**src/sv/ldwf_pkg.sv**
```systemverilog
`timescale 1ns / 1ps
// shared types, constants and the per-row weak filter function for the luma deblocking filter
package ldwf_pkg;

	localparam int ROWS_DEFAULT = 4;
	localparam int ROW_FIELDS = 4;
	localparam int PIX_W = 8;
	localparam int ROW_IN_W = 6 * PIX_W;
	localparam int ROW_OUT_W = 4 * PIX_W;
	localparam int TC_W = 5;

	localparam int TAP_Q0P0 = 9;
	localparam int TAP_Q1P1 = 3;
	localparam int DELTA_RND = 8;
	localparam int DELTA_SHIFT = 4;
	localparam int THR_MULT = 10;

	typedef logic [ROW_IN_W-1:0] row_in_t;
	typedef logic [ROW_OUT_W-1:0] row_out_t;

	typedef struct packed {
		logic     filt;
		row_out_t pix;
	} row_res_t;

	// clamp a small signed value into a pixel
	function automatic logic [PIX_W-1:0] sat8(input logic signed [9:0] v);
		logic [PIX_W-1:0] r;
		if (v < 10'sd0) begin
			r = '0;
		end else if (v > 10'sd255) begin
			r = '1;
		end else begin
			r = v[PIX_W-1:0];
		end
		return r;
	endfunction

	// symmetric clip of v to -b..b
	function automatic logic signed [9:0] clip_sym(input logic signed [9:0] v,
			input logic signed [9:0] b);
		logic signed [9:0] r;
		if (v > b) begin
			r = b;
		end else if (v < -b) begin
			r = -b;
		end else begin
			r = v;
		end
		return r;
	endfunction

	// weak filter on one row: p2 in the lowest byte, q2 in the highest
	function automatic row_res_t filter_row(input row_in_t w, input logic [TC_W-1:0] tc,
			input logic pe, input logic qe, input logic p1e, input logic q1e);
		logic signed [9:0]  p2, p1, p0, q0, q1, q2;
		logic signed [13:0] raw;
		logic signed [13:0] raw_sh;
		logic signed [9:0]  delta;
		logic [9:0]         ad;
		logic [8:0]         thr;
		logic signed [9:0]  tcs, tc2s, dc;
		logic signed [9:0]  avg_p, avg_q, dp, dq;
		logic [PIX_W-1:0]   np1, np0, nq0, nq1;
		row_res_t           res;
		p2 = $signed({2'b00, w[0*PIX_W +: PIX_W]});
		p1 = $signed({2'b00, w[1*PIX_W +: PIX_W]});
		p0 = $signed({2'b00, w[2*PIX_W +: PIX_W]});
		q0 = $signed({2'b00, w[3*PIX_W +: PIX_W]});
		q1 = $signed({2'b00, w[4*PIX_W +: PIX_W]});
		q2 = $signed({2'b00, w[5*PIX_W +: PIX_W]});
		raw = 14'(TAP_Q0P0) * 14'(q0 - p0) - 14'(TAP_Q1P1) * 14'(q1 - p1)
			+ 14'(DELTA_RND);
		raw_sh = raw >>> DELTA_SHIFT;
		delta = raw_sh[9:0];
		ad = (delta < 10'sd0) ? 10'(-delta) : 10'(delta);
		thr = 9'(tc) * 9'(THR_MULT);
		tcs = $signed({5'b00000, tc});
		tc2s = $signed({6'b000000, tc[TC_W-1:1]});
		dc = clip_sym(delta, tcs);
		avg_p = (p2 + p0 + 10'sd1) >>> 1;
		avg_q = (q2 + q0 + 10'sd1) >>> 1;
		dp = (avg_p - p1 + dc) >>> 1;
		dq = (avg_q - q1 - dc) >>> 1;
		np1 = p1[PIX_W-1:0];
		np0 = p0[PIX_W-1:0];
		nq0 = q0[PIX_W-1:0];
		nq1 = q1[PIX_W-1:0];
		res.filt = (ad < {1'b0, thr});
		if (res.filt) begin
			if (pe) begin
				np0 = sat8(p0 + dc);
			end
			if (qe) begin
				nq0 = sat8(q0 - dc);
			end
			if (p1e) begin
				np1 = sat8(p1 + clip_sym(dp, tc2s));
			end
			if (q1e) begin
				nq1 = sat8(q1 + clip_sym(dq, tc2s));
			end
		end
		res.pix = {nq1, nq0, np0, np1};
		return res;
	endfunction

endpackage

```
**src/sv/luma_deblock_weak_filter.sv**
```systemverilog
`timescale 1ns / 1ps
// luma deblocking weak filter: input word register, per-row filter logic, result register
//
// usage:
// - input channel (in_valid/in_ready) takes one word per edge segment: four rows of six
//   pixels p2..q2 across the edge, the clip strength tc and the p/q enable flags
// - output channel (out_valid/out_ready) returns one word per input word: new p1,p0,q0,q1
//   for each row and a mask of the rows that passed the delta threshold
// - the accepting edge loads the word into the input register, then the filter logic settles
//   into the result register, which drives out_valid
// - throughput is one word per clock while out_ready stays high; both register stages advance
//   together whenever the result register is empty or being drained
// - when the receiver stalls, the result register holds its word, the input register fills,
//   and in_ready drops only once both stages hold a word
// - reset clears both stage valid flags; payload registers are not reset
// - rows at or above ROWS pass their pixels through and report a zero mask bit
module luma_deblock_weak_filter #(
	parameter int ROWS = ldwf_pkg::ROWS_DEFAULT
) (
	input  logic                         clk,
	input  logic                         arst_n,
	input  logic                         in_valid,
	output logic                         in_ready,
	input  ldwf_pkg::row_in_t            row0_pixels,
	input  ldwf_pkg::row_in_t            row1_pixels,
	input  ldwf_pkg::row_in_t            row2_pixels,
	input  ldwf_pkg::row_in_t            row3_pixels,
	input  logic [ldwf_pkg::TC_W-1:0]    clip_limit,
	input  logic                         p_enable,
	input  logic                         q_enable,
	input  logic                         p_side_enable,
	input  logic                         q_side_enable,
	output logic                         out_valid,
	input  logic                         out_ready,
	output ldwf_pkg::row_out_t           row0_out,
	output ldwf_pkg::row_out_t           row1_out,
	output ldwf_pkg::row_out_t           row2_out,
	output ldwf_pkg::row_out_t           row3_out,
	output logic [ldwf_pkg::ROW_FIELDS-1:0] rows_filtered
);
	import ldwf_pkg::*;

	// stage 1: registered input word
	logic                  valid_s1;
	row_in_t               rows_s1 [ROW_FIELDS];
	logic [TC_W-1:0]       tc_s1;
	logic                  pe_s1, qe_s1, p1e_s1, q1e_s1;

	// stage 2: registered result word
	logic                  valid_s2;
	row_out_t              rows_s2 [ROW_FIELDS];
	logic [ROW_FIELDS-1:0] filt_s2;

	logic                  adv_s1;
	logic                  take_in;
	row_res_t              res [ROW_FIELDS];

	// stage 1 moves on when the result register is free or being drained
	assign adv_s1   = !valid_s2 || out_ready;
	assign in_ready = !valid_s1 || adv_s1;
	assign take_in  = in_valid && in_ready;

	always_ff @(posedge clk or negedge arst_n) begin
		if (!arst_n) begin
			valid_s1 <= 1'b0;
		end else if (in_ready) begin
			valid_s1 <= in_valid;
		end
	end

	always_ff @(posedge clk) begin
		if (take_in) begin
			rows_s1[0] <= row0_pixels;
			rows_s1[1] <= row1_pixels;
			rows_s1[2] <= row2_pixels;
			rows_s1[3] <= row3_pixels;
			tc_s1      <= clip_limit;
			pe_s1      <= p_enable;
			qe_s1      <= q_enable;
			// side taps only count together with their main enable
			p1e_s1     <= p_enable && p_side_enable;
			q1e_s1     <= q_enable && q_side_enable;
		end
	end

	// per-row filter, rows are independent
	for (genvar i = 0; i < ROW_FIELDS; i++) begin : g_row
		if (i < ROWS) begin : g_filt
			assign res[i] = filter_row(rows_s1[i], tc_s1, pe_s1, qe_s1, p1e_s1, q1e_s1);
		end else begin : g_pass
			// unprocessed row: p1,p0,q0,q1 straight through
			assign res[i].filt = 1'b0;
			assign res[i].pix  = rows_s1[i][PIX_W +: ROW_OUT_W];
		end
	end

	always_ff @(posedge clk or negedge arst_n) begin
		if (!arst_n) begin
			valid_s2 <= 1'b0;
		end else if (adv_s1) begin
			valid_s2 <= valid_s1;
		end
	end

	always_ff @(posedge clk) begin
		if (adv_s1 && valid_s1) begin
			for (int k = 0; k < ROW_FIELDS; k++) begin
				rows_s2[k] <= res[k].pix;
				filt_s2[k] <= res[k].filt;
			end
		end
	end

	assign out_valid     = valid_s2;
	assign row0_out      = rows_s2[0];
	assign row1_out      = rows_s2[1];
	assign row2_out      = rows_s2[2];
	assign row3_out      = rows_s2[3];
	assign rows_filtered = filt_s2;

endmodule
```
**config.mk**
```make
export PLATFORM = sky130hd
export DESIGN_NAME = luma_deblock_weak_filter
export DESIGN_NICKNAME = d
export VERILOG_FILES = /design/src/sv/ldwf_pkg.sv /design/src/sv/luma_deblock_weak_filter.sv
export SDC_FILE = /design/constraint.sdc
export NUM_CORES = 2
export LEC_CHECK = 0
export BUFFER_PORTS_ARGS = -buffer_cell sky130_fd_sc_hd__buf_2
export CAP_MARGIN = 25
export CORE_ASPECT_RATIO = 1.2
export CORE_MARGIN = 2
export CORE_UTILIZATION = 50
export DETAILED_ROUTE_END_ITERATION = 7
export PLACE_DENSITY_LB_ADDON = 0.08
export SKIP_LAST_GASP = 1
export SLEW_MARGIN = 20
export SYNTH_ARGS = -nofsm -noshare
export SYNTH_HDL_FRONTEND = slang
export SYNTH_SLANG_ARGS = --single-unit
```
**constraint.sdc**
```tcl
create_clock -name clk -period 36.9 [get_ports clk]
set_input_delay 3.69 -clock clk [delete_from_list [all_inputs] [get_ports clk]]
set_output_delay 3.69 -clock clk [all_outputs]
set_load 0.005 [all_outputs]
```
# After elaboration in Yosys (flattened, before gate mapping)

Memories as Yosys holds them, arrays and structs flattened.
Cells that the tools add are included.

Memories kept: 2
Word-level logic and storage cells: 273
Flip-flop bits (word level): 15
Input port bits: 205
Memory bits (writable): 320
Output and inout port bits: 134

Memories:

| memory  | words | width | rd ports | clocked after Yosys merged registers in | write ports | RTL line                       | source |
|---|---|---|---|---|---|---|---|
| rows_s1 | 4     | 48    | 4        | 0                                       | 4           | luma_deblock_weak_filter.sv:45 | `row_in_t rows_s1 [ROW_FIELDS];` |
| rows_s2 | 4     | 32    | 4        | 0                                       | 4           | luma_deblock_weak_filter.sv:51 | `row_out_t rows_s2 [ROW_FIELDS];` |

Multiplexer cells: 112
Add/subtract/negate cells: 70
Order comparisons: 64
Reductions and logical operators: 8
Multipliers: 9

Operators by type and width:

| operator                | number |
|---|---|
| $mux W8                 | 64 |
| $mux W10                | 44 |
| $lt A10 B1 Y1 const B   | 20 |
| $gt A10 B9 Y1 const B   | 16 |
| $add A9 B10 Y10         | 12 |
| $add A9 B1 Y10 const B  | 8 |
| $lt A9 B10 Y1           | 8 |
| $sub A9 B9 Y10          | 8 |
| $add A8 B8 Y9           | 8 |
| $gt A9 B5 Y1            | 8 |
| $sub A8 B8 Y9           | 8 |
| $add A14 B5 Y14 const B | 4 |
| $mul A5 B9 Y14 const A  | 4 |
| $sub A14 B12 Y14        | 4 |
| $mul A3 B9 Y12 const A  | 4 |
| $add A10 B10 Y10        | 4 |
| $gt A10 B6 Y1           | 4 |
| $lt A10 B10 Y1          | 4 |
| $lt A10 B9 Y1           | 4 |
| $neg A10 Y10            | 4 |
| $sub A10 B10 Y10        | 4 |
| $sub A9 B10 Y10         | 4 |
| $neg A4 Y10             | 1 |
| $neg A5 Y10             | 1 |
| 5 further kinds         | 13 |

# Logic depth before layout (Yosys ltp)

An unclocked memory read counts as a cell.

Depth in word-level cells: 20
Mapped depth: 70
Depth with buffers taken out: 68

# Worst setup path after synthesis

No wires, ideal clock.

Path kind: reg2reg
Start: memory rows_s1[0][32] (netlist bit)
End: memory rows_s2[0][24] (netlist bit), data pin
Cell stages (with the launch flop): 67
Arrival: 13.459 ns
Setup time: 0.261 ns
Slack: 23.180 ns
Clock period less this slack: 13.720 ns
Required time: 36.639 ns
Buffers on the path: 4
Cell sequence: edfxtp_1 -> inv_1 -> ha_1 -> inv_1 -> fa_1 -> a21o_1 -> a21oi_1 -> o21bai_1 -> a21oi_1 -> o21bai_1 -> a21oi_1 -> inv_1 -> ha_1 -> inv_1 -> ha_1 -> inv_1 -> fa_1 -> fa_1 -> (+31 left out) -> nor2_1 -> a21oi_1 -> o21ai_0 -> ha_1 -> a21o_1 -> a21oi_1 -> o21bai_1 -> a21oi_1 -> o21bai_1 -> a21o_1 -> a21oi_1 -> nor2_1 -> xnor2_1 -> nor3_1 -> a311oi_2 -> and2_1 -> buf_4 -> a221o_1

RTL lines:

| what            | RTL line |
|---|---|
| start, declared | luma_deblock_weak_filter.sv:45 |
| end, declared   | luma_deblock_weak_filter.sv:51 |

==> metrics.yaml <==
status: "finished, final reports clean"
rows: 114
postCtsHoldBufs: 0
post_cts_buffers: 0
die-height_um: 315
grt_max_degree: 62
place_congestion: 0.894
grt_usage: 0.270
hold_class: "flop to flop"
synth_edf_count: 333
die_area_um2: 83000
final_core_util: 0.555
die_w_um: 263
portBuffers: 338
rsz0062_at_grt: "no"
maxCapViolations: 0
cts_buffers: 38
io_pins: 339
ys_ff_latch: 335
worstReg2RegStart: "rows_s1[0][32]$_DFFE_PP_"
synth_ff_type: "edfxtp_1"
initial_core_util: 0.503
synth.top_cells.by_area: "edfxtp_1, ha_1, fa_1"
startpoint_type: "flop"
dp_hpwl_mm: 90.4
layout-drive-gt1-share: 0.114
clock_tree.root_cell: "clkbuf_16"
crit_arrival_ns: 16.46
regToRegSetupSlack_ns: 20.89
crit_path_start: "rows_s1[0][32]$_DFFE_PP_"
cp_max_fo: 22
setup_viol: 0
first_pass_iters: 6
netlist_instances: 4286
fin_skew_ns: 0.0319
drtAntennaViolNets: 0
min_period_over_period: 0.434
htreeDepth: 2
place_ws_ns: 21.03
cts_tree: "built"
drc: 0
finalSetupTns_ns: 0
core_area_um2: 80300
ys_types: 123
slowest_delay_ns: 0.70
ctsResizeCount: 0
avgSynthCellArea_um2: 9.42
async_flop_share: 0.00597
clock-sinks: 335
period_needed_ns: 16.01
syn-num-nets: 5390
hp-start: "valid_s1$_DFFE_PN0N_"
fin_nets: 5742
ys_seq_area_frac: 0.249
wirelength_mm: 113
clock.fmax_mhz: 62.4
vias: 32000
areaGrowthSynthToFinish_pct: 10.5
max_slew_margin: 0.249
grt.overflow.total: 0
finalHoldViolCount: 0
insertion_delay_ns: 0.59
fin_cells: 5712
clock_tree.buffer_depth: 3
drtIter0Drc: 2085
setup_ws_ns: 20.89
grt_pass1_vias: 31100
grt_pass1_wl_mm: 174
drv_slew: 0
critPathKind: "flop to flop"
cp_slowest_cell: "a21oi_1"
worst_pin_slew_ns: 1.13
critPathRequiredTime_ns: 37.34
yosys.area.top_type: "edfxtp_1"
wl_per_cell_um: 19.7
cp-end-kind: "flop"
dp.cells: 5641
synth_top_cell_area_share: 0.248
ys_warn_count: 0
antenna_found_initial: 0
clkTransAtPathRegs_ns: 0.06
viasPerCell: 5.60
netlist_area_um2: 40400
[path summary, 6_finish.rpt]
kind	cells after the start	to
max	63	rows_s2[0][26]$_DFFE_PP_
min	1	out_valid$_DFFE_PN0P_
max reg2reg	63	rows_s2[0][26]$_DFFE_PP_
min reg2reg	1	out_valid$_DFFE_PN0P_
max in group asynchronous	1	out_valid$_DFFE_PN0P_
min in group asynchronous	1	valid_s1$_DFFE_PN0N_
[synthesized netlist by cell type, types with 10 or more instances]
cell / n
ha_1: 734
inv_1: 580
a21oi_1: 338
edfxtp_1: 333
nor2_1: 236
nand2_1: 235
o21ai_0: 234
xnor2_1: 210
fa_1: 165
a21o_1: 134
xor2_1: 126
o21bai_1: 108
o21a_1: 69
nor2b_1: 66
nor3_1: 62
nand2b_1: 55
a211oi_1: 50
clkbuf_1: 48
o31ai_1: 43
nand3_1: 41
or2_2: 23
and2_1: 21
mux2i_1: 21
o211ai_1: 19
a221o_1: 17
a311oi_1: 17
nor4_1: 17
nand4_1: 16
a211o_1: 15
a31oi_1: 15
and3_1: 14
or3_1: 13
o22ai_1: 10
[stage by stage]
step / area (um2) / hold slack [ns]
final: 44600 / 0.512
after global routing: 44600 / 0.518
after CTS: 44600 / 0.512
after detailed placement: 43300 / 0.486
after global placement: 43300 / 0.479
after floorplan: 40400 / 0.449
[sequential cells by signal (all words and copies together) (netlist names)]
signal,cells
out_valid,1
p1e_s1,1
pe_s1,1
q1e_s1,1
qe_s1,1
rows_filtered,4
rows_s1,192
rows_s2,128
tc_s1,5
valid_s1,1
[cells in the final DEF, fill, tap and decap left out, types with 13 or more instances in the layout]
cell type  netlist  layout
a211o_1         15      15
a211oi_1        50      49
a21o_1         134     134
a21oi_1        338     338
a221o_1         17      17
a311oi_1        17      17
a31oi_1         15      15
and2_1          21      19
and3_1          14      14
buf_2            5     339
buf_4            3      45
clkbuf_16        0      41
edfxtp_1       333     333
fa_1           165     165
ha_1           734     734
inv_1          580     579
mux2i_1         21      21
nand2_1        235     235
nand2b_1        55      55
nand3_1         41      41
nand4_1         16      16
nor2_1         236     236
nor2b_1         66      66
nor3_1          62      62
nor4_1          17      17
o211ai_1        19      19
o21a_1          69      69
o21ai_0        234     233
o21bai_1       108     108
o31ai_1         43      43
or2_2           23      23
or3_1           13      13
xnor2_1        210     210
xor2_1         126     126
[area by class of cell]
type / count / area (um2)
clock buffer: 47 / 1050
multi-input combinational: 3292 / 27800
fill: 7390 / 35700
tap: 1044 / 1310
inverter: 586 / 2200
timing repair buffer: 385 / 2040
antenna: 1 / 2.50
clock inverter: 22 / 196
sequential: 335 / 10000
[routing by layer]
metal / routed length, um / track usage / part of all wire
met1: 50000 / 0.357 / 0.44
met2: 53200 / 0.459 / 0.47
met4: 4110 / 0.0940 / 0.036
met3: 5340 / 0.0307 / 0.047
met5: 0 / 0 / 0
[logic make-up (layout without fill, tap and decap cells)]
logic type,after synthesis,count (layout),share of synthesized area
DFF,335,335,0.249
muxes,25,25,0.00638
xor gates and xnor gates,345,345,0.0774
other,0,1,0
AOI/OAI and AO/OA,1180,1180,0.193
adders and majority gates,899,899,0.309
buffers and inverters,659,1040,0.0640
and+or+nand+nor,843,843,0.101
[worst max-delay path: cells and delay by family, from the launching register on]
family	cells	cell delay, ns
flip-flops	1	0.44
XOR/XNOR	3	0.68
adder cells (fa/ha/maj)	13	4.48
buffers and inverters	6	0.66
AND/OR/NAND/NOR	7	1.88
AO/OA/AOI/OAI	34	7.73
Power is not shown: default switching activity piles up to over one toggle a cycle in this logic, so the estimate is an artifact.
